`config.mk`:
```
export PLATFORM = sky130hd
export DESIGN_NAME = drive_reversal_interlock
export DESIGN_NICKNAME = d
export VERILOG_FILES = /design/src/rtl/dri_pkg.sv /design/src/rtl/drive_reversal_interlock.sv /design/src/rtl/dri_cfg_regs.sv /design/src/rtl/dri_duty_map.sv /design/src/rtl/dri_interlock.sv
export SDC_FILE = /design/constraint.sdc
export NUM_CORES = 1
export LEC_CHECK = 0
export ABC_AREA = 0
export BUFFER_PORTS_ARGS = -buffer_cell sky130_fd_sc_hd__buf_2
export CORE_MARGIN = 1.5
export CORE_UTILIZATION = 46
export DETAILED_ROUTE_END_ITERATION = 6
export MAX_ROUTING_LAYER = met4
export PLACE_DENSITY = 0.64
export SYNTH_ARGS = -nofsm -noshare
export SYNTH_HDL_FRONTEND = slang
export SYNTH_SLANG_ARGS = --single-unit
```
`constraint.sdc`:
```
create_clock -name clk -period 8.9 [get_ports clk]
set_input_delay 1.78 -clock clk [delete_from_list [all_inputs] [get_ports clk]]
set_output_delay 1.78 -clock clk [all_outputs]
set_load 0.1 [all_outputs]
```
`src/rtl/dri_pkg.sv`:
```
// Package for the drive reversal interlock: configuration and result types,
// register indexes and the constants of the throttle-to-duty map.
// No dependencies; every other file of the block imports it.
`timescale 1ns / 1ps

package dri_pkg;

	typedef enum logic [1:0] {
		CFG_DUTY_MIN  = 2'd0,
		CFG_DUTY_MAX  = 2'd1,
		CFG_INVERT    = 2'd2,
		CFG_REV_DELAY = 2'd3
	} cfg_index_t;

	typedef struct packed {
		logic [7:0]  duty_min;
		logic [7:0]  duty_max;
		logic        invert_direction;
		logic [23:0] full_reverse_delay;
	} cfg_t;

	typedef struct packed {
		logic [7:0] drive_duty;
		logic       direction_level;
		logic       paused;
	} result_t;

	localparam logic [7:0]  DUTY_MIN_RST  = 8'd60;
	localparam logic [7:0]  DUTY_MAX_RST  = 8'd200;
	localparam logic        INVERT_RST    = 1'b0;
	localparam logic [23:0] REV_DELAY_RST = 24'd110080;

	localparam logic [10:0] THROTTLE_DEAD = 11'd1000;
	localparam logic [11:0] THROTTLE_BASE = 12'd990;

	// floor(x / 1021) == (x * RECIP_M) >> RECIP_SHIFT for every x below 2^19.
	localparam logic [19:0] RECIP_M     = 20'd525829;
	localparam int          RECIP_SHIFT = 29;

	localparam logic [39:0] ROUND_254 = 40'd254;
	localparam logic [7:0]  DUTY_FULL = 8'd255;

endpackage

```
`src/rtl/drive_reversal_interlock.sv`:
```
// Drive reversal interlock: throttle-to-duty map with a coast-down pause on direction changes.
// Each accepted item passes the input, product and quotient registers, then the result
// register, where its result is valid.
// Throughput: one item per cycle; the pipeline stalls only when the output register holds
// a result that is not taken.
// Reset: arst_n clears the pipeline and direction state and loads the configuration values.
`timescale 1ns / 1ps

module drive_reversal_interlock (
	input  logic        clk,
	input  logic        arst_n,
	input  logic        in_valid,
	output logic        in_ready,
	input  logic [10:0] throttle_width,
	input  logic        reverse_request,
	input  logic [31:0] now_ticks,
	output logic        out_valid,
	input  logic        out_ready,
	output logic [7:0]  drive_duty,
	output logic        direction_level,
	output logic        paused,
	input  logic        cfg_valid,
	output logic        cfg_ready,
	input  logic [1:0]  cfg_index,
	input  logic [23:0] cfg_data
);
	import dri_pkg::*;

	cfg_t    cfg;
	result_t result;

	logic s1_v, s2_v, s3_v, out_v;
	logic r2, r3, r_out;
	logic commit;

	logic [10:0] thr_s1;
	logic        rr_s1, rr_s2, rr_s3;
	logic [31:0] now_s1, now_s2, now_s3;
	logic [7:0]  duty;

	result_t out_q;

	assign cfg_ready = 1'b1;

	assign r_out    = !out_v || out_ready;
	assign r3       = !s3_v || r_out;
	assign r2       = !s2_v || r3;
	assign in_ready = !s1_v || r2;
	assign commit   = s3_v && r_out;

	dri_cfg_regs u_cfg (
		.clk      (clk),
		.arst_n   (arst_n),
		.wr_en    (cfg_valid && cfg_ready),
		.wr_index (cfg_index),
		.wr_data  (cfg_data),
		.cfg      (cfg)
	);

	always_ff @(posedge clk or negedge arst_n) begin
		if (!arst_n) begin
			s1_v  <= 1'b0;
			s2_v  <= 1'b0;
			s3_v  <= 1'b0;
			out_v <= 1'b0;
		end else begin
			if (in_ready) begin
				s1_v <= in_valid;
			end
			if (r2) begin
				s2_v <= s1_v;
			end
			if (r3) begin
				s3_v <= s2_v;
			end
			if (r_out) begin
				out_v <= s3_v;
			end
		end
	end

	always_ff @(posedge clk) begin
		if (in_ready) begin
			thr_s1 <= throttle_width;
			rr_s1  <= reverse_request;
			now_s1 <= now_ticks;
		end
		if (r2) begin
			rr_s2  <= rr_s1;
			now_s2 <= now_s1;
		end
		if (r3) begin
			rr_s3  <= rr_s2;
			now_s3 <= now_s2;
		end
		if (commit) begin
			out_q <= result;
		end
	end

	dri_duty_map u_map (
		.clk         (clk),
		.en_s2       (r2),
		.en_s3       (r3),
		.throttle_s1 (thr_s1),
		.cfg         (cfg),
		.duty        (duty)
	);

	dri_interlock u_lock (
		.clk         (clk),
		.arst_n      (arst_n),
		.commit      (commit),
		.cfg         (cfg),
		.reverse_req (rr_s3),
		.now         (now_s3),
		.duty        (duty),
		.result      (result)
	);

	assign out_valid       = out_v;
	assign drive_duty      = out_q.drive_duty;
	assign direction_level = out_q.direction_level;
	assign paused          = out_q.paused;

	a_paused_zero_duty: assert property (@(posedge clk) disable iff (!arst_n)
		out_v && out_q.paused |-> out_q.drive_duty == '0)
		else $error("paused result carries a nonzero duty");

	a_ready_when_empty: assert property (@(posedge clk) disable iff (!arst_n)
		!out_v |-> in_ready)
		else $error("input stalled while the output register is empty");

	a_s3_holds_on_stall: assert property (@(posedge clk) disable iff (!arst_n)
		s3_v && out_v && !out_ready |=> s3_v)
		else $error("last stage item lost during an output stall");

endmodule

```
`src/rtl/dri_cfg_regs.sv`:
```
// Configuration registers of the drive reversal interlock.
// Depends on dri_pkg for the register indexes, reset values and cfg_t.
`timescale 1ns / 1ps

module dri_cfg_regs (
	input  logic          clk,
	input  logic          arst_n,
	input  logic          wr_en,
	input  logic [1:0]    wr_index,
	input  logic [23:0]   wr_data,
	output dri_pkg::cfg_t cfg
);
	import dri_pkg::*;

	cfg_t cfg_q;

	always_ff @(posedge clk or negedge arst_n) begin
		if (!arst_n) begin
			cfg_q.duty_min           <= DUTY_MIN_RST;
			cfg_q.duty_max           <= DUTY_MAX_RST;
			cfg_q.invert_direction   <= INVERT_RST;
			cfg_q.full_reverse_delay <= REV_DELAY_RST;
		end else if (wr_en) begin
			case (cfg_index_t'(wr_index))
				CFG_DUTY_MIN:  cfg_q.duty_min           <= wr_data[7:0];
				CFG_DUTY_MAX:  cfg_q.duty_max           <= wr_data[7:0];
				CFG_INVERT:    cfg_q.invert_direction   <= wr_data[0];
				CFG_REV_DELAY: cfg_q.full_reverse_delay <= wr_data;
				default: begin
				end
			endcase
		end
	end

	assign cfg = cfg_q;

endmodule

```
`src/rtl/dri_duty_map.sv`:
```
// Two-stage throttle-to-duty map: span product, then reciprocal division by
// 1021, with dead band, sign, offset and saturation after the second stage.
// Depends on dri_pkg for the map constants and cfg_t.
`timescale 1ns / 1ps

module dri_duty_map (
	input  logic          clk,
	input  logic          en_s2,
	input  logic          en_s3,
	input  logic [10:0]   throttle_s1,
	input  dri_pkg::cfg_t cfg,
	output logic [7:0]    duty
);
	import dri_pkg::*;

	logic [11:0] diff;
	logic [8:0]  span;
	logic        span_neg;
	logic [7:0]  span_mag;
	logic [18:0] mag;

	logic        low_s2;
	logic        neg_s2;
	logic [18:0] mag_s2;

	logic [38:0] recip_prod;

	logic        low_s3;
	logic        neg_s3;
	logic [8:0]  quot_s3;

	logic [10:0] val;

	always_comb begin
		diff     = {1'b0, throttle_s1} - THROTTLE_BASE;
		span     = {1'b0, cfg.duty_max} - {1'b0, cfg.duty_min};
		span_neg = span[8];
		span_mag = span_neg ? 8'(-span) : span[7:0];
		mag      = 19'(diff[10:0]) * 19'(span_mag);
	end

	always_ff @(posedge clk) begin
		if (en_s2) begin
			low_s2 <= (throttle_s1 <= THROTTLE_DEAD);
			neg_s2 <= span_neg;
			mag_s2 <= mag;
		end
	end

	assign recip_prod = 39'(mag_s2) * 39'(RECIP_M);

	always_ff @(posedge clk) begin
		if (en_s3) begin
			low_s3  <= low_s2;
			neg_s3  <= neg_s2;
			quot_s3 <= recip_prod[RECIP_SHIFT +: 9];
		end
	end

	always_comb begin
		if (neg_s3) begin
			val = {3'b000, cfg.duty_min} - {2'b00, quot_s3};
		end else begin
			val = {3'b000, cfg.duty_min} + {2'b00, quot_s3};
		end
		if (low_s3 || val[10]) begin
			duty = '0;
		end else if (val[9:8] != 2'b00) begin
			duty = DUTY_FULL;
		end else begin
			duty = val[7:0];
		end
	end

endmodule

```
`src/rtl/dri_interlock.sv`:
```
// Direction interlock: holds direction, start and last time and the previous
// duty, and decides each item's result from them.
// Depends on dri_pkg for cfg_t and result_t.
`timescale 1ns / 1ps

module dri_interlock (
	input  logic             clk,
	input  logic             arst_n,
	input  logic             commit,
	input  dri_pkg::cfg_t    cfg,
	input  logic             reverse_req,
	input  logic [31:0]      now,
	input  logic [7:0]       duty,
	output dri_pkg::result_t result
);
	import dri_pkg::*;

	logic        rev_q;
	logic [31:0] start_q;
	logic [31:0] last_q;
	logic [7:0]  prev_duty_q;

	logic        want;
	logic [31:0] start_eff;
	logic [31:0] elapsed;
	logic [31:0] delay_prod;
	logic [39:0] elapsed_255;
	logic        done;
	logic        changing;
	logic        next_rev;
	logic        next_paused;
	logic [31:0] next_start;

	// The delay is floor(prod / 255); elapsed >= it exactly when
	// 255 * elapsed + 254 >= prod.
	always_comb begin
		want        = reverse_req ^ cfg.invert_direction;
		start_eff   = (last_q == '0) ? now : start_q;
		elapsed     = now - start_eff;
		delay_prod  = 32'(prev_duty_q) * 32'(cfg.full_reverse_delay);
		elapsed_255 = {elapsed, 8'h00} - {8'h00, elapsed};
		done        = (elapsed_255 + ROUND_254) >= {8'h00, delay_prod};
		changing    = (want != rev_q);
		next_rev    = (changing && done) ? want : rev_q;
		next_paused = changing && !done;
		next_start  = changing ? start_eff : now;

		result.drive_duty      = next_paused ? '0 : duty;
		result.direction_level = next_rev;
		result.paused          = next_paused;
	end

	always_ff @(posedge clk or negedge arst_n) begin
		if (!arst_n) begin
			rev_q       <= 1'b0;
			start_q     <= '0;
			last_q      <= '0;
			prev_duty_q <= '0;
		end else if (commit) begin
			rev_q       <= next_rev;
			start_q     <= next_start;
			last_q      <= now;
			prev_duty_q <= duty;
		end
	end

endmodule

```
**Word level (Yosys, flattened, before mapping)**

Index checks and enable logic that the tools add are counted.
Widths: inputs -> output; s select.

- $add $sub $neg: 8
- Multiply operators: 3
- Order comparisons: 2
- Eq/ne operators: 4
- Mux-type cells: 7
- Bitwise logic cells: 1
- Reduce and logical (&&, ||, !) cells: 20

Operators by type and width:

| cell | number |
|---|---|
| $mux 32 | 2 |
| $add 40x8->40 const B | 1 |
| $ge 40x32->1 | 1 |
| $sub 40x32->40 | 1 |
| $mul 19x20->38 const B | 1 |
| $logic_not 32->1 | 1 |
| $mul 8x24->32 | 1 |
| $sub 32x32->32 | 1 |
| $mux 8 | 3 |
| $mul 11x8->19 | 1 |
| $le 11x10->1 const B | 1 |
| $mux 11 | 1 |
| $sub 11x10->11 const B | 1 |
| $add 8x9->10 | 1 |
| $sub 8x9->10 | 1 |
| $sub 8x8->9 | 1 |
| $neg 8->8 | 1 |
| $reduce_and 2->1 | 4 |
| $logic_not 1->1 | 5 |
| $logic_or 1x1->1 | 5 |
| $eq 2x2->1 const B | 2 |
| $logic_and 1x1->1 | 3 |
| $eq 2x1->1 const B | 1 |
| $logic_not 2->1 | 1 |
| other kinds (4) | 4 |

- Bits in registers: 270
- Output and inout port bits: 13
- Logic and storage cells: 73

**Depth between registers and ports, before layout**

Gate-level depths: netlist of run 1.

- Word-level depth: 8
- Depth in mapped cells: 47

**By module**

A second synthesis of run 1 with hierarchy kept.

- Cell total of the unflattened synthesis: 2696
- Area total of the unflattened synthesis: 27470.1 um2

Modules (own cells, without submodules):

| module | instances | cells each | area an instance (um2) | sequential area each (um2) |
|---|---|---|---|---|
| dri_interlock | 1 | 1569 | 13810.7 | 1826.8 |
| dri_duty_map | 1 | 903 | 8293.0 | 960.9 |
| drive_reversal_interlock | 1 | 136 | 3792.4 | 3703.6 |
| dri_cfg_regs | 1 | 88 | 1574.0 | 1042.2 |

**Least setup slack after synthesis of run 1**

OpenSTA, ideal clock, no wires.

- Path type: flip-flop to flip-flop
- Start point: reg u_lock.last_q[26]
- End point: reg out_q, in the netlist direction_level, data pin
- Arrival: 8.869 ns
- Data required time: 8.640 ns
- Setup slack: -0.229 ns
- Cell stages (with the launch flop): 44
- Path buffers: 3
- Period minus slack after synthesis: 9.129 ns
- Cells stage by stage: dfrtp_1 > nor4_1 > nand2_1 > nor4_2 > buf_2 > buf_2 > buf_1 > mux2i_1 > ha_1 > a21oi_1 > a21oi_1 > a211oi_2 > o31a_1 > xnor2_1 > inv_1 > ha_1 > a21o_1 > a21oi_1 > (+8 left out) > a21oi_1 > xnor2_1 > ha_1 > a21o_1 > a21o_1 > a21o_1 > a21oi_1 > nor2b_1 > o21ai_0 > nand2b_1 > a21oi_1 > o31ai_1 > a31o_2 > a21oi_1 > and4_1 > nand4b_1 > nor4_4 > mux2_4

- Cells in the longest elaborated chain, start to end: 8

RTL lines:

| what | line | RTL |
|---|---|---|
| start, declared | dri_interlock.sv:20 | `logic [31:0] last_q;` |
| start signal, assigned | dri_interlock.sv:62 | `last_q <= now;` |
| $logic_not 32->1 | dri_interlock.sv:38 | `start_eff = (last_q == '0) ? now : start_q;` |
| $mux 32 | dri_interlock.sv:38 |  |
| $sub 32x32->32 | dri_interlock.sv:39 | `elapsed = now - start_eff;` |
| $sub 40x32->40 | dri_interlock.sv:41 | `elapsed_255 = {elapsed, 8'h00} - {8'h00, elapsed};` |
| $add 40x8->40 | dri_interlock.sv:42 | `done = (elapsed_255 + ROUND_254) >= {8'h00, delay_prod};` |
| $ge 40x32->1 | dri_interlock.sv:42 |  |
| $logic_and 1x1->1 | dri_interlock.sv:44 | `next_rev = (changing && done) ? want : rev_q;` |
| $mux 1 | dri_interlock.sv:44 |  |
| named net u_lock.next_rev | dri_interlock.sv:30 | `logic next_rev;` |
| end signal, assigned | drive_reversal_interlock.sv:97 | `out_q <= result;` |
| end, declared | drive_reversal_interlock.sv:41 | `result_t out_q;` |

The timed path passes the listed nets, and every way through them passes these cells.
A chain may end at the register's enable or synchronous reset.

**Worst setup path after layout of run 1**

- Start point: reg u_lock.last_q[22]
- End point: reg out_q, in the netlist direction_level, data pin

The elaborated chain is that of the path after synthesis.

==> results of run 1 <==
## critical path, delay by kind of cell (launching register included)
family | cells | cell delay, ns
AND/OR/NAND/NOR | 12 | 1.97
flip-flops | 1 | 0.39
buffers and inverters | 6 | 1.03
XOR/XNOR | 2 | 0.39
AO/OA/AOI/OAI | 14 | 2.58
multiplexers | 2 | 0.59
adder cells (fa/ha/maj) | 4 | 1.32
## what timing repair did
item                       4_1_cts  5_1_grt
buffers inserted                 2        4
setup endpoints to repair       11       11
resized for setup                5       44
pin swaps                        1       16
## cell usage in the layout, fill, tap and decap left out, types with 92 or more instances in the layout
master	count
dfrtp_1	103
and2_1	100
mux2_2	92
a21oi_1	114
fa_1	219
inv_1	369
nor2_1	122
ha_1	335
edfxtp_1	152
nand2_1	251
## cells by family after synthesis
| family | count (synthesis) |
|---|---|
| multiplexers | 126 |
| AO/OA/AOI/OAI | 458 |
| other | 1 |
| adder cells (fa/ha/maj) | 558 |
| buffers and inverters | 449 |
| XOR/XNOR | 134 |
| AND/OR/NAND/NOR | 709 |
| flip-flops | 270 |
## flip-flops by register name (all words and copies together) (netlist names), 8 cells and up
name / flops
now_s1: 32
drive_duty: 8
u_lock.last_q: 32
thr_s1: 11
u_map.mag_s2: 19
u_lock.prev_duty_q: 8
u_map.quot_s3: 9
now_s3: 32
u_lock.start_q: 32
u_cfg.cfg: 41
now_s2: 32
## worst max-delay path by stage
stage / start / to / slack, ns / cells past startpoint
final: u_lock.last_q[22]$_DFFE_PN0P_ / direction_level$_DFFE_PP_ / 0.40 / 40
after global routing: u_lock.last_q[30]$_DFFE_PN0P_ / direction_level$_DFFE_PP_ / -0.009 / 42
after CTS: u_lock.last_q[17]$_DFFE_PN0P_ / paused$_DFFE_PP_ / 0.004 / 43
after detailed placement: u_lock.last_q[17]$_DFFE_PN0P_ / paused$_DFFE_PP_ / -0.38 / 43
after global placement: u_lock.last_q[17]$_DFFE_PN0P_ / paused$_DFFE_PP_ / -0.10 / 43
after floorplan: u_lock.last_q[26]$_DFFE_PN0P_ / direction_level$_DFFE_PP_ / 0.07 / 43
## per-stage QoR
| stage | std cells | utilization, % |
|---|---|---|
| 6_report | 3613 | 51.7 |
| 2_1_floorplan | 2705 | - |
| 3_5_place_dp | 3545 | 49.4 |
| 5_1_grt | 3613 | 51.7 |
| 3_3_place_gp | 3545 | 49.4 |
| 4_1_cts | 3609 | 51.4 |
## per-layer routing
metal	vias to the layer above	routed length [microns]
met1	9668	27500
met2	368	30800
met3	97	2590
met4	0	1380
met5	-	0
li1	9415	-
## area by class of cell
type                       instances  share of cell area [%]
clock buffer                      41                    3.00
inverter                         369                    4.63
tap                              765                    3.20
multi-input combinational       1986                    60.0
timing repair buffer             161                    3.37
sequential                       270                    25.2
clock inverter                    21                   0.632
==> flow_summary_export.csv, run 1 <==
group,metric,value,unit
status,status,"finished, final reports clean",
cts,cts.sinks,270,
floorplanning,die_x,245,microns
placed_design,placed_cell_area,0.0286,sq mm
timing,fin_crit_sh,95.5,%
finish,fill_cells,5260,
setup_path,ff2ff_path_depth,40,
synthesis,synth.net_count,3336,
cts,cts-root-buf,"clkbuf_16",
detailed_routing,drtIter0Drc,1000,
floorplanning,dieHeight,245,microns
synthesis,yosysMostFrequentCell,"inv_1",
finish,fin_area,0.0299,sq mm
cts,cts_tree,"yes",
synthesis,synthFlopType,"edfxtp_1",
setup_path,cpPeakStageDelay,0.39,ns
timing,hold_ws,0.415,ns
detailed_routing,vias,19548,
synthesis,synth-compound-area-share,11.2,%
setup_path,ff2ff_setup_slack,0.40,ns
synthesis,synth_top_family_by_area,"adder cells",
setup_path,crit_required,9.20,ns
min_path,worstHoldPathCells,0,
floorplanning,die_area,0.0601,sq mm
timing,slew_viol_final,0,
cts,clk_pin_slew,0.06,ns
synthesis,synth_commonest_cells,"369 x inv_1, 337 x ha_1, 253 x nand2_1",
floorplanning,row_count,88,
timing,slew_headroom,26.2,%
timing,clock.fmax,0.118,GHz
global_routing,antenna_found_initial,2,
synthesis,synth_edf_count,152,
synthesis,synthCells,2705,
global_routing,busiest_layer,"met2",
flow_run,cap_viol_max_count,0,
global_routing,grt_usage,21.9,%
finish,final_nets,3453,
detailed_routing,first_pass_iters,5,
synthesis,yosysTopAreaCell,"edfxtp_1",
cts,cts.path.max_buffers,3,
synthesis,synthSimpleGateAreaFrac,12.9,%
min_path,holdCritStartpoint,"now_s2[22]$_DFFE_PP_",
timing,worst_slack,0.400,ns
global_routing,grt_pass1_vias,20436,
floorplanning,initial_core_util,46.7,%
global_routing,grt-ovfl-total,0,
synthesis,synthArstFlopShare,43.7,%
global_routing,met3_usage,2.64,%
setup_path,endpoint_kind,"register",
cts,holdBufCountCts,0,
detailed_routing,wl,62300,microns
detailed_routing,via_per_inst,5.41,
finish,register_area,0.00754,sq mm
timing,tightest_slew,1.10,ns
synthesis,syn_area,0.0270,sq mm
min_path,hp-class,"reg -> reg",
timing,skew,0.0221,ns
timing,tns,0,ns
setup_path,crit_type,"reg -> reg",
setup_path,crit-reg2reg-launch,"u_lock.last_q[22]$_DFFE_PN0P_",
timing,layout_min_cycle_time,8.50,ns
synthesis,synth_xor_xnor_area_share,4.40,%
synthesis,synth_seq_cells,270,
placed_design,routabilityCongestion,0.943,
min_path,hold_end,"now_s3[22]$_DFFE_PP_",
timing,finalHoldViolations,0,
synthesis,synth.avg_cell_area,9.97,sq um
timing,setup_violations,0,
global_routing,grt_use_met1,27.8,%
synthesis,synth_fa_ha_area_share,32.0,%
placed_design,io_buffers,86,
cts,insertion_delay,0.54,ns
detailed_routing,postRouteAntennaNets,0,
finish,multiInputGateArea,0.0179,sq mm
finish,synthToLayoutAreaGrowth,10.8,%
synthesis,synthDistinctLibCells,93,
placed_design,place_ws,-0.380,ns
synthesis,yosys_warnings,0,
finish,n_antenna_cell,0,
setup_path,worstPathArrival,8.80,ns
setup_path,r2r_end,"direction_level$_DFFE_PP_",
synthesis,synth_mux_area_share,5.17,%
global_routing,grt_pass1_wl,103000,microns
finish,drive_gt1_share,13.9,%
setup_path,startpoint_type,"register",
synthesis,synth_top_area_share,16.9,%
cts,cts_made_buffers,34,
detailed_routing,wl_per_cell,17.2,microns
floorplanning,io-pin-count,88,
placed_design,place_hpwl,50400,microns
synthesis,synthTopCellsByArea,"edfxtp_1 17%, fa_1 16%, ha_1 16%",
global_routing,grt_max_degree,66,
setup_path,cp_common_cell,"buf_4",
setup_path,path_max_fanout,14,
global_routing,use_met2,37.0,%
setup_path,crit_slowest_cell,"dfrtp_1",
detailed_routing,drc,0,
synthesis,synth-seq-area-share,27.9,%
cts,cts.htree.levels,2,
floorplanning,fp.coreArea,0.0578,sq mm
Power of run 1 is left out: the tool's default activity adds up to more than one toggle a clock period on the data nets, which glitch-free logic cannot reach.
==> run 2, diff against run 1 <==
- PLACE_DENSITY: 0.64 -> 0.62
- clock period: 8.9 -> 9.81 ns (I/O delays scaled with it)
==> flow_summary_export.csv, run 2 (synthesis results as in run 1) <==
group,metric,value,unit
min_path,worstHoldPathCells,0,
global_routing,busiest_layer,"met2",
timing,clock.fmax,0.108,GHz
cts,holdBufCountCts,0,
global_routing,grt_pass1_vias,20036,
finish,synthToLayoutAreaGrowth,9.62,%
global_routing,met3_usage,2.79,%
setup_path,crit_family,"compound AO/OA/AOI/OAI gates",
setup_path,path_buf_inv,2,
min_path,hp-class,"reg -> reg",
cts,clk_pin_slew,0.06,ns
timing,tightest_slew,1.11,ns
timing,slew_viol_final,0,
floorplanning,dieHeight,245,microns
cts,cts_tree,"yes",
cts,insertion_delay,0.56,ns
placed_design,io_buffers,86,
global_routing,grt_pass1_wl,104000,microns
setup_path,worstPathArrival,9.53,ns
placed_design,place_ws,0.0976,ns
status,status,"finished, final reports clean",
timing,layout_min_cycle_time,9.28,ns
global_routing,use_met2,36.3,%
setup_path,path_max_fanout,9,
flow_run,cap_viol_max_count,0,
detailed_routing,wl,63800,microns
timing,worst_slack,0.529,ns
floorplanning,die_x,245,microns
setup_path,ff2ff_path_depth,43,
timing,fin_crit_sh,94.6,%
global_routing,grt_max_degree,68,
cts,cts.htree.levels,2,
detailed_routing,drtIter0Drc,1013,
floorplanning,die_area,0.0601,sq mm
finish,n_antenna_cell,0,
finish,final_cell_mix,"369 x inv_1, 336 x ha_1, 249 x nand2_1, 219 x fa_1, 152 x edfxtp_1",
detailed_routing,first_pass_iters,7,
placed_design,place_hpwl,51000,microns
global_routing,grt_use_met1,28.9,%
setup_path,startpoint_type,"register",
detailed_routing,via_per_inst,5.42,
detailed_routing,drc,0,
setup_path,crit_required,10.06,ns
detailed_routing,wl_per_cell,17.9,microns
finish,drive_gt1_share,12.3,%
detailed_routing,vias,19345,
global_routing,antenna_found_initial,0,
cts,cts.sinks,270,
detailed_routing,postRouteAntennaNets,0,
floorplanning,row_count,88,
floorplanning,io-pin-count,88,
finish,final_common_cell,"inv_1",
setup_path,cp.depth,43,
finish,largest_reg_flops,41,
timing,setup_violations,0,
cts,cts.path.max_buffers,3,
global_routing,grt_usage,22.2,%
floorplanning,initial_core_util,46.7,%
cts,cts_made_buffers,34,
global_routing,grt-ovfl-total,0,
placed_design,routabilityCongestion,0.892,
floorplanning,fp.coreArea,0.0578,sq mm
setup_path,cpPeakStageDelay,0.58,ns
setup_path,crit_slowest_cell,"or4_4",
timing,finalHoldViolations,0,
cts,cts-root-buf,"clkbuf_16",
setup_path,endpoint_kind,"register",
finish,final_nets,3410,
timing,skew,0.0195,ns
setup_path,crit_type,"reg -> reg",
timing,slew_headroom,26.0,%
==> run 2: cell types whose count changed in the layout (fill, tap and decap cells not counted), moves of 3 or more <==
| cell | previous run | this run |
|---|---|---|
| o21ai_1 | 11 | 6 |
| nor4_2 | 6 | 3 |
| buf_6 | 3 | 0 |
| buf_4 | 73 | 33 |
| a21oi_1 | 114 | 122 |
| a21oi_2 | 12 | 4 |
| clkinv_1 | 5 | 2 |
| o21ai_0 | 79 | 84 |
==> run 2: final timing paths <==
kind                                          startpoint                            end  slack [ns]
min reg2reg                         now_s1[14]$_DFFE_PP_           now_s2[14]$_DFFE_PP_        0.41
max                        u_lock.last_q[26]$_DFFE_PN0P_    drive_duty[3]$_SDFFCE_PP0P_        0.53
min                                 now_s1[14]$_DFFE_PP_           now_s2[14]$_DFFE_PP_        0.41
min in group asynchronous                         arst_n      u_cfg.cfg[19]$_DFFE_PN0P_        1.47
max in group asynchronous                         arst_n  u_lock.last_q[31]$_DFFE_PN0P_        6.99
max reg2reg                u_lock.last_q[26]$_DFFE_PN0P_    drive_duty[3]$_SDFFCE_PP0P_        0.53
==> run 2: area by class of cell <==
cell class	count	area (sq um)
fillers	5281	28200
multi-input cells	1986	17900
flip-flops and latches	270	7540
inverters	369	1390
well taps	765	957
clock buffers	41	907
repair buffers	118	673
clock inverters	21	229
==> run 2: repair_timing <==
action / 4_1_cts / 5_1_grt
resized for setup: 0 / 30
setup endpoints to repair: 0 / 11
setup buffers: 0 / 3
==> run 2: routing by layer <==
layer  up-vias  routed length (microns)  part of all wire (%)
met1      9588                    29300                    46
met3        84                     2400                   3.8
met5         -                        0                     0
met4         0                     1470                   2.3
met2       357                    30700                    48
li1       9316                        -                     -
==> run 2: metrics by stage <==
stage / area (sq um) / cells / util [%] / setup TNS [ns] / hold WS [ns]
final: 29600 / 3570 / 51.1 / 0 / 0.408
after global routing: 29600 / 3570 / 51.1 / -0.735 / 0.406
after CTS: 29400 / 3567 / 50.9 / 0 / 0.392
after detailed placement: 28300 / 3505 / 48.9 / 0 / 0.405
after global placement: 28300 / 3505 / 48.9 / 0 / 0.402
after floorplan: 27000 / 2705 / - / 0 / 0.400
==> run 2: worst register-to-register path: cells and delay by family, from the launching register on <==
kind                       cells  cell delay, ns
AOI/OAI and AO/OA             21            3.88
xor gates and xnor gates       2            0.30
adders and majority gates      3            0.91
buffers and inverters          2            0.32
DFF                            1            0.37
muxes                          1            0.10
and+or+nand+nor               14            3.10
Power of run 2 is left out for the same reason.
